--- config.mk ---
export PLATFORM = sky130hd
export DESIGN_NAME = tick_divided_service_scheduler
export DESIGN_NICKNAME = d
export VERILOG_FILES = /design/src/hdl/tdss_pkg.sv /design/src/hdl/tdss_slot.sv /design/src/hdl/tick_divided_service_scheduler.sv
export SDC_FILE = /design/constraint.sdc
export NUM_CORES = 2
export LEC_CHECK = 0
export ABC_AREA = 1
export BUFFER_PORTS_ARGS = -buffer_cell sky130_fd_sc_hd__buf_4
export CAP_MARGIN = 10
export CORE_ASPECT_RATIO = 0.6
export CORE_UTILIZATION = 40
export DETAILED_ROUTE_END_ITERATION = 12
export PLACE_DENSITY = 0.67
export SYNTH_ARGS = -nofsm -noshare
export SYNTH_HDL_FRONTEND = slang
export SYNTH_SLANG_ARGS = --single-unit
--- constraint.sdc ---
create_clock -name clk_i -period 10.2 [get_ports clk_i]
set_input_delay 2.04 -clock clk_i [delete_from_list [all_inputs] [get_ports clk_i]]
set_output_delay 2.04 -clock clk_i [all_outputs]
set_load 0.03 [all_outputs]
--- src/hdl/tdss_pkg.sv ---
// ----------------------------------------------------------------------------
// tdss_pkg
// Shared types and constants for the tick-divided service scheduler.
// ----------------------------------------------------------------------------
package tdss_pkg;

  // Number of tick sources, each with its own slot table
  localparam int NUM_SOURCES = 2;
  // Width used to compare a tick count against an interval
  localparam int CMP_W = 32;
  // Field widths of the item ports
  localparam int OP_W       = 2;
  localparam int SLOT_OUT_W = 3;
  localparam int IVL_W      = 31;
  localparam int MASK_W     = 8;
  localparam int ACTIVE_W   = 4;
  localparam int ACTIVE_MAX = 15;

  typedef enum logic [OP_W-1:0] {
    OP_TICK       = 2'd0,
    OP_REGISTER   = 2'd1,
    OP_UNREGISTER = 2'd2,
    OP_DONE       = 2'd3
  } op_e;

  typedef enum logic [1:0] {
    ST_OK          = 2'd0,
    ST_INVALID     = 2'd1,
    ST_NO_FREE     = 2'd2,
    ST_NOT_REG     = 2'd3
  } status_e;

  // Per-slot command, one strobe per action
  typedef struct packed {
    logic tick;    // advance count, may fire
    logic load;    // take the slot with a new interval
    logic clear;   // release the slot
    logic unbusy;  // service finished
  } slot_cmd_t;

endpackage

--- src/hdl/tdss_slot.sv ---
// ----------------------------------------------------------------------------
// tdss_slot
// One service slot: valid, interval, saturating tick count and busy bit.
// ----------------------------------------------------------------------------
module tdss_slot import tdss_pkg::*; #(
  parameter int TICK_COUNT_BITS = 32
) (
  input  logic             clk_i,
  input  logic             rst_ni,
  input  slot_cmd_t        cmd_i,
  input  logic [IVL_W-1:0] interval_i,
  output logic             valid_o,
  output logic             fire_o
);

  logic                       valid_q, valid_d;
  logic                       busy_q, busy_d;
  logic [IVL_W-1:0]           interval_q, interval_d;
  logic [TICK_COUNT_BITS-1:0] ticks_q, ticks_d;
  logic [TICK_COUNT_BITS-1:0] ticks_inc;
  logic                       reached;

  // Saturating increment and interval compare
  assign ticks_inc = (ticks_q == '1) ? ticks_q : ticks_q + 1'b1;
  assign reached   = CMP_W'(ticks_inc) >= CMP_W'(interval_q);
  assign fire_o    = cmd_i.tick && valid_q && !busy_q && reached;
  assign valid_o   = valid_q;

  // Next state
  always_comb begin
    valid_d    = valid_q;
    busy_d     = busy_q;
    interval_d = interval_q;
    ticks_d    = ticks_q;
    if (cmd_i.tick && valid_q) begin
      ticks_d = fire_o ? '0 : ticks_inc;
      busy_d  = busy_q | fire_o;
    end
    if (cmd_i.load) begin
      valid_d    = 1'b1;
      busy_d     = 1'b0;
      interval_d = interval_i;
      ticks_d    = '0;
    end
    if (cmd_i.clear) begin
      valid_d    = 1'b0;
      busy_d     = 1'b0;
      interval_d = '0;
      ticks_d    = '0;
    end
    if (cmd_i.unbusy) begin
      busy_d = 1'b0;
    end
  end

  // Control bits
  always_ff @(posedge clk_i or negedge rst_ni) begin
    if (!rst_ni) begin
      valid_q <= 1'b0;
      busy_q  <= 1'b0;
    end else begin
      valid_q <= valid_d;
      busy_q  <= busy_d;
    end
  end

  // Payload, only meaningful while valid
  always_ff @(posedge clk_i) begin
    interval_q <= interval_d;
    ticks_q    <= ticks_d;
  end

endmodule

--- src/hdl/tick_divided_service_scheduler.sv ---
// ----------------------------------------------------------------------------
// tick_divided_service_scheduler
// Two tick sources, each with a table of service slots that fire on interval.
// ----------------------------------------------------------------------------
// Usage:
//   Input channel (in_valid_i / in_ready_o) carries one item: op, timer_sel,
//   slot_index and interval. Ops are tick, register, unregister and done.
//   Output channel (out_valid_o / out_ready_i) returns one result per item:
//   status, slot_out, fire_mask and active_count of the addressed source.
//   Path: an accepted item lands in an input register, is processed by
//   the per-slot logic and its result is registered in the result
//   register, which drives the outputs.
//   Throughput: one item per cycle unless the receiver stalls; all
//   slots of a source update in parallel and a priority encoder picks
//   the lowest free slot for register.
//   When the receiver stalls, the result register holds, the input register
//   fills and in_ready_o drops; nothing is lost or repeated.
//   Reset clears all slot valid and busy bits, the active counters and both
//   valid flags; the block accepts items right after reset.
// ----------------------------------------------------------------------------
module tick_divided_service_scheduler import tdss_pkg::*; #(
  parameter int SLOTS_PER_SOURCE = 8,
  parameter int TICK_COUNT_BITS  = 32
) (
  input  logic                  clk_i,
  input  logic                  rst_ni,
  input  logic                  in_valid_i,
  output logic                  in_ready_o,
  input  logic [OP_W-1:0]       op_i,
  input  logic                  timer_sel_i,
  input  logic [2:0]            slot_index_i,
  input  logic [IVL_W-1:0]      interval_i,
  output logic                  out_valid_o,
  input  logic                  out_ready_i,
  output logic [1:0]            status_o,
  output logic [SLOT_OUT_W-1:0] slot_out_o,
  output logic [MASK_W-1:0]     fire_mask_o,
  output logic [ACTIVE_W-1:0]   active_count_o
);

  localparam int IDX_W = (SLOTS_PER_SOURCE > 1) ? $clog2(SLOTS_PER_SOURCE) : 1;
  localparam int CNT_W = $clog2(SLOTS_PER_SOURCE + 1);

  // Input register
  logic                 in_valid_q;
  op_e                  op_q;
  logic                 sel_q;
  logic [2:0]           idx_q;
  logic [IVL_W-1:0]     ivl_q;

  // Result register
  logic                  out_valid_q, out_valid_d;
  status_e               status_q, status_d;
  logic [SLOT_OUT_W-1:0] slot_q, slot_d;
  logic [MASK_W-1:0]     mask_q, mask_d;
  logic [ACTIVE_W-1:0]   active_q, active_d;

  // Active slot counters, one per source
  logic [CNT_W-1:0] cnt_q [NUM_SOURCES];
  logic [CNT_W-1:0] cnt_d [NUM_SOURCES];

  // Slot table
  slot_cmd_t                            cmd [NUM_SOURCES][SLOTS_PER_SOURCE];
  logic [NUM_SOURCES-1:0][SLOTS_PER_SOURCE-1:0] slot_valid;
  logic [NUM_SOURCES-1:0][SLOTS_PER_SOURCE-1:0] slot_fire;

  logic                        proceed;
  logic [SLOTS_PER_SOURCE-1:0] src_valid;
  logic                        found;
  logic [IDX_W-1:0]            first;
  logic                        idx_ok;
  logic [IDX_W-1:0]            idx_tgt;
  logic                        tgt_valid;
  logic                        do_load;
  logic                        do_clear;
  logic                        do_unbusy;
  logic [MASK_W-1:0]           src_mask;
  logic [CNT_W-1:0]            cnt_sel;

  // Handshake
  assign proceed    = in_valid_q && (!out_valid_q || out_ready_i);
  assign in_ready_o = !in_valid_q || proceed;

  always_ff @(posedge clk_i or negedge rst_ni) begin
    if (!rst_ni) begin
      in_valid_q <= 1'b0;
    end else if (in_ready_o) begin
      in_valid_q <= in_valid_i;
    end
  end

  always_ff @(posedge clk_i) begin
    if (in_ready_o && in_valid_i) begin
      op_q  <= op_e'(op_i);
      sel_q <= timer_sel_i;
      idx_q <= slot_index_i;
      ivl_q <= interval_i;
    end
  end

  // Lowest free slot on the addressed source
  assign src_valid = slot_valid[sel_q];
  always_comb begin
    found = 1'b0;
    first = '0;
    for (int i = SLOTS_PER_SOURCE - 1; i >= 0; i--) begin
      if (!src_valid[i]) begin
        found = 1'b1;
        first = IDX_W'(i);
      end
    end
  end

  // Target slot lookup for unregister and done
  assign idx_ok    = {3'b000, idx_q} < 6'(SLOTS_PER_SOURCE);
  assign idx_tgt   = IDX_W'(idx_q);
  assign tgt_valid = idx_ok && src_valid[idx_tgt];

  // Decode item into actions and status
  always_comb begin
    do_load   = 1'b0;
    do_clear  = 1'b0;
    do_unbusy = 1'b0;
    status_d  = ST_OK;
    slot_d    = idx_q;
    unique case (op_q)
      OP_TICK: begin
        status_d = ST_OK;
      end
      OP_REGISTER: begin
        if (ivl_q == '0) begin
          status_d = ST_INVALID;
        end else if (!found) begin
          status_d = ST_NO_FREE;
        end else begin
          do_load = 1'b1;
          slot_d  = SLOT_OUT_W'(first);
        end
      end
      OP_UNREGISTER, OP_DONE: begin
        if (!idx_ok) begin
          status_d = ST_INVALID;
        end else if (!tgt_valid) begin
          status_d = ST_NOT_REG;
        end else if (op_q == OP_UNREGISTER) begin
          do_clear = 1'b1;
        end else begin
          do_unbusy = 1'b1;
        end
      end
      default: begin
        status_d = ST_OK;
      end
    endcase
  end

  // Per-slot commands
  always_comb begin
    for (int s = 0; s < NUM_SOURCES; s++) begin
      for (int i = 0; i < SLOTS_PER_SOURCE; i++) begin
        cmd[s][i].tick   = proceed && (op_q == OP_TICK) && (sel_q == 1'(s));
        cmd[s][i].load   = proceed && do_load && (sel_q == 1'(s))
                           && (first == IDX_W'(i));
        cmd[s][i].clear  = proceed && do_clear && (sel_q == 1'(s))
                           && ({3'b000, idx_q} == 6'(i));
        cmd[s][i].unbusy = proceed && do_unbusy && (sel_q == 1'(s))
                           && ({3'b000, idx_q} == 6'(i));
      end
    end
  end

  // Slot lanes
  for (genvar s = 0; s < NUM_SOURCES; s++) begin : g_src
    for (genvar i = 0; i < SLOTS_PER_SOURCE; i++) begin : g_slot
      tdss_slot #(
        .TICK_COUNT_BITS(TICK_COUNT_BITS)
      ) u_slot (
        .clk_i      (clk_i),
        .rst_ni     (rst_ni),
        .cmd_i      (cmd[s][i]),
        .interval_i (ivl_q),
        .valid_o    (slot_valid[s][i]),
        .fire_o     (slot_fire[s][i])
      );
    end
  end

  // Fire mask covers the low slots only
  for (genvar b = 0; b < MASK_W; b++) begin : g_mask
    if (b < SLOTS_PER_SOURCE) begin : g_on
      assign src_mask[b] = slot_fire[sel_q][b];
    end else begin : g_off
      assign src_mask[b] = 1'b0;
    end
  end
  assign mask_d = (op_q == OP_TICK) ? src_mask : '0;

  // Active counters
  always_comb begin
    for (int s = 0; s < NUM_SOURCES; s++) begin
      cnt_d[s] = cnt_q[s];
    end
    if (proceed && do_load) begin
      cnt_d[sel_q] = cnt_q[sel_q] + 1'b1;
    end else if (proceed && do_clear) begin
      cnt_d[sel_q] = cnt_q[sel_q] - 1'b1;
    end
    cnt_sel  = cnt_d[sel_q];
    active_d = (CNT_W'(ACTIVE_MAX) < cnt_sel && CNT_W > ACTIVE_W) ?
               ACTIVE_W'(ACTIVE_MAX) : ACTIVE_W'(cnt_sel);
  end

  always_ff @(posedge clk_i or negedge rst_ni) begin
    if (!rst_ni) begin
      for (int s = 0; s < NUM_SOURCES; s++) begin
        cnt_q[s] <= '0;
      end
    end else begin
      for (int s = 0; s < NUM_SOURCES; s++) begin
        cnt_q[s] <= cnt_d[s];
      end
    end
  end

  // Result register
  always_comb begin
    out_valid_d = out_valid_q;
    if (proceed) begin
      out_valid_d = 1'b1;
    end else if (out_ready_i) begin
      out_valid_d = 1'b0;
    end
  end

  always_ff @(posedge clk_i or negedge rst_ni) begin
    if (!rst_ni) begin
      out_valid_q <= 1'b0;
    end else begin
      out_valid_q <= out_valid_d;
    end
  end

  always_ff @(posedge clk_i) begin
    if (proceed) begin
      status_q <= status_d;
      slot_q   <= slot_d;
      mask_q   <= mask_d;
      active_q <= active_d;
    end
  end

  assign out_valid_o    = out_valid_q;
  assign status_o       = status_q;
  assign slot_out_o     = slot_q;
  assign fire_mask_o    = mask_q;
  assign active_count_o = active_q;

`ifndef SYNTHESIS
  // Counters track the valid bits of each table
  a_cnt0: assert property (@(posedge clk_i) disable iff (!rst_ni)
    32'(cnt_q[0]) == 32'($countones(slot_valid[0])))
    else $error("active counter of source 0 out of step with slot table");

  a_cnt1: assert property (@(posedge clk_i) disable iff (!rst_ni)
    32'(cnt_q[1]) == 32'($countones(slot_valid[1])))
    else $error("active counter of source 1 out of step with slot table");

  // Only a stalled result may hold off new items
  a_stall: assert property (@(posedge clk_i) disable iff (!rst_ni)
    !in_ready_o |-> (out_valid_o && !out_ready_i && in_valid_q))
    else $error("input stalled without a stalled result");

  // Fired slots only ever come with an ok status
  a_mask: assert property (@(posedge clk_i) disable iff (!rst_ni)
    (out_valid_o && fire_mask_o != '0) |-> (status_o == ST_OK))
    else $error("fire mask set on a failed item");
`endif

endmodule

==> results.json <==
{
  "boundaryPins": 60,
  "max_clock_freq_mhz": 162.8,
  "post_cts_buffers": 0,
  "finalMaxSlewViolations": 0,
  "drt-total-wl_mm": 237.8,
  "grt_pass1_vias": 59543,
  "h-tree-depth": 3,
  "cts.sinks": 1104,
  "leakagePower_nw": 34.98,
  "core-area_um2": 169700,
  "post-dp-hpwl_mm": 164.7,
  "path_max_fanout": 54,
  "crit_type": "input port to flop",
  "p_int_mw": 9.078,
  "seq_area_frac_synth_pct": 33.42,
  "setup_violations": 0,
  "fin_skew_ns": 0.03363,
  "cts_root_buffer": "clkbuf_16",
  "finalCritPeriodShare_pct": 60.23,
  "seq_power_share_pct": 41.5,
  "p_clk_share_pct": 31.2,
  "utilization_pct": 43.96,
  "clk_latency_ns": 0.74,
  "syn_area_um2": 68370,
  "post_cts_resized": 0,
  "syn2layout_area_growth_pct": 9.087,
  "row_count": 117,
  "drv_cap": 0,
  "grt_max_degree": 69,
  "dieArea_um2": 172600,
  "drcViolationCount": 0,
  "cts_tree": "built",
  "tightest_slew_ns": 1.252,
  "rr_worst_depth": 23,
  "synth_edf_count": 54,
  "cp_cell_sequence": "buf_4 > inv_1 > nand2_1 > nand2_1 > inv_2 > nand3_2 > nor2_1 > clkinv_1 > buf_4 > nor2_1 > inv_2 > nor2_1 > nand2_1 > nand2_1 > nor2_1",
  "fin_crit_ns": 6.143,
  "pwr_density_cell_nw_per_um2": 187.4,
  "setup_tns_ns": 0,
  "global_route.overflow_total": 0,
  "critPathSlowestCell": "inv_2",
  "switching_share_pct": 35.06,
  "synth_flop_cell": "dfxtp_1",
  "rrSetupSlack_ns": 4.55,
  "ant_nets": 0,
  "avgViaCountPerCell": 5.448,
  "p_sw_mw": 4.900,
  "fin_total_pwr_mw": 13.98,
  "clk_pin_slew_worst_paths_ns": 0.07,
  "grt_util_all_layers_pct": 26.68,
  "cp_data_required_time_ns": 10.81,
  "ir_worst_vdd_v": 0.0001457,
  "grt_antenna_before_repair": 18,
  "syn_nets": 10857,
  "grt_pass1_wl_mm": 359.4,
  "die_x_um": 535.8,
  "place.gp.congestion": 0.9804,
  "dr.pass1.iters": 10,
  "fin_nets": 10718,
  "vias": 68233,
  "hold_class": "flop to flop",
  "critPathTopFamily": "simple AND/OR/NAND/NOR gates",
  "start_kind": "input port",
  "end_kind": "flop",
  "die_h_um": 322.3,
  "fin_hold_ws_ns": 0.4588,
  "p_comb_share_pct": 27.2,
  "fill_cells": 17364,
  "cts_hold_buf": 0,
  "startpoint": "out_ready_i",
  "drt_iter0_drc": 8972,
  "ys_ff_latch": 1104,
  "hold_viol": 0,
  "arrival_ns": 6.75,
  "rsz0062_at_grt": "false",
  "synthArstFlopShare_pct": 3.804,
  "synthDistinctLibCells": 48,
  "cp.depth": 15,
  "r2r-end": "g_src[0].g_slot[6].u_slot.ticks_q[18]",
  "drive_above_1_share_pct": 3.959,
  "avgSynthCellArea_um2": 6.637,
  "initial_utilization_pct": 40.30,
  "cts_buffers": 107,
  "clk_path_buf_depth": 3,
  "max-slew-margin-rel_pct": 16.34,
  "io_buffers": 59,
  "ys_warn_count": 0,
  "max_stage_delay_ns": 0.68,
  "worstPathBufferInverterCount": 6,
  "endpoint": "g_src[0].g_slot[1].u_slot.ticks_q[21]",
  "r2r-start": "g_src[0].g_slot[6].u_slot.ticks_q[0]",
  "synthCells": 10302,
  "wl_per_cell_um": 18.99,
  "outcome": "completed"
}
==> metrics by stage <==
| step | setup slack, ns | area [um2] | std cells |
|---|---|---|---|
| 2_1_floorplan | 5.798 | 68370 | 10302 |
| 3_3_place_gp | 3.503 | 70770 | 12312 |
| 3_5_place_dp | 3.384 | 70770 | 12312 |
| 4_1_cts | 4.154 | 74510 | 12514 |
| 5_1_grt | 3.779 | 74570 | 12517 |
| 6_report | 4.057 | 74590 | 12525 |
==> layout make-up <==
cell class	instances	area (um2)	share of cell area, %
inverters	1264	4745	6.361
clock inverters	53	611.8	0.8203
multi-input cells	7524	39150	52.49
flip-flops and latches	1104	22850	30.64
clock buffers	149	3122	4.185
diodes	8	20.02	0.02684
well taps	2261	2829	3.793
repair buffers	162	1256	1.684
==> cells by family after synthesis <==
kind of cell | synth area share (%)
AND/OR/NAND/NOR | 27.82
AO/OA/AOI/OAI | 15.05
buffers and inverters | 9.378
flip-flops | 33.42
adder cells (fa/ha/maj) | 9.406
XOR/XNOR | 4.637
multiplexers | 0.2781
==> power by group through the flow <==
stage          logic (mW)  registers (mW)  clock network [mW]
2_1_floorplan        2.68            5.75                   0
3_3_place_gp         3.53            5.85                   0
3_5_place_dp         3.72            5.88                   0
4_1_cts              3.75            5.79                4.42
5_1_grt              4.34            5.90                4.61
6_report             3.81            5.81                4.36
==> layer usage <==
| layer | global-route usage [%] | share of wire, % |
|---|---|---|
| met1 | 42.20 | 49 |
| met2 | 35.99 | 38 |
| met3 | 5.267 | 11 |
| met4 | 6.057 | 2.3 |
| met5 | 0 | 0 |
==> synth_stat cells (8+ instances only) <==
cell      instances  share of area [%]
nor2_1         1123                6.2
edfxtp_1         54                2.4
o21ai_0         530                3.9
dfxtp_1        1008                 30
xnor2_1         137                1.8
nand3b_1         31               0.34
and3_1            8              0.073
ha_1            514                9.4
o21a_1            8              0.088
xor2_1          225                2.9
nand3_1         300                2.2
nor3_1          292                2.1
buf_2           100               0.73
nor2_2            8              0.073
buf_1            18              0.099
o211ai_1         17               0.19
clkinv_1          8              0.044
o22ai_1          90               0.82
a211oi_1         38               0.42
nor4_1           80               0.73
inv_1          1241                6.8
inv_2            15              0.082
nand2_1        2662                 15
nand2_2          12               0.11
a21oi_1        1211                8.9
clkbuf_1        291                1.6
a21o_1           14               0.15
o31a_1            8               0.10
dfrtp_1          42                1.5
nand4_1         130                1.2
mux2i_1          19               0.28
o21bai_1         23               0.25
==> tightest hold or removal path, stage by stage (launching register included) <==
cell and delay, ns:
dfxtp_1 0.32, inv_1 0.05, a21oi_1 0.05
==> worst min-delay path by stage <==
stage / from / to / cells after the start
after global placement: g_src[0].g_slot[0].u_slot.interval_q[0] / g_src[0].g_slot[0].u_slot.interval_q[0] / 2
after CTS: g_src[0].g_slot[0].u_slot.interval_q[0] / g_src[0].g_slot[0].u_slot.interval_q[0] / 2
final: g_src[0].g_slot[0].u_slot.interval_q[0] / g_src[0].g_slot[0].u_slot.interval_q[0] / 2
after floorplan: g_src[0].g_slot[0].u_slot.interval_q[0] / g_src[0].g_slot[0].u_slot.interval_q[0] / 2
after global routing: g_src[0].g_slot[1].u_slot.interval_q[4] / g_src[0].g_slot[1].u_slot.interval_q[4] / 2
after detailed placement: g_src[0].g_slot[0].u_slot.interval_q[0] / g_src[0].g_slot[0].u_slot.interval_q[0] / 2
==> state kept, by name, summed over array words and instances (netlist names) <==
register,count
active_count_o,4
op_q,2
g_src.g_slot.u_slot.interval_q,496
g_src.g_slot.u_slot.busy_q,16
out_valid_o,1
idx_q,3
status_o,2
in_valid_q,1
fire_mask_o,8
slot_out_o,3
g_src.g_slot.u_slot.valid_o,16
ivl_q,31
sel_q,1
g_src.g_slot.u_slot.ticks_q,512
cnt_q,8
==> layout by cell type (no fill, tap or decap), drive strengths merged, types with 137 or more instances in the layout <==
cell type / n
a21oi: 1212
buf: 162
clkbuf: 149
dfxtp: 1008
ha: 514
inv: 1261
nand2: 2674
nand3: 302
nor2: 1131
nor3: 294
o21ai: 541
xnor2: 137
xor2: 225
Note: power is estimated with default switching activity, not from simulation.
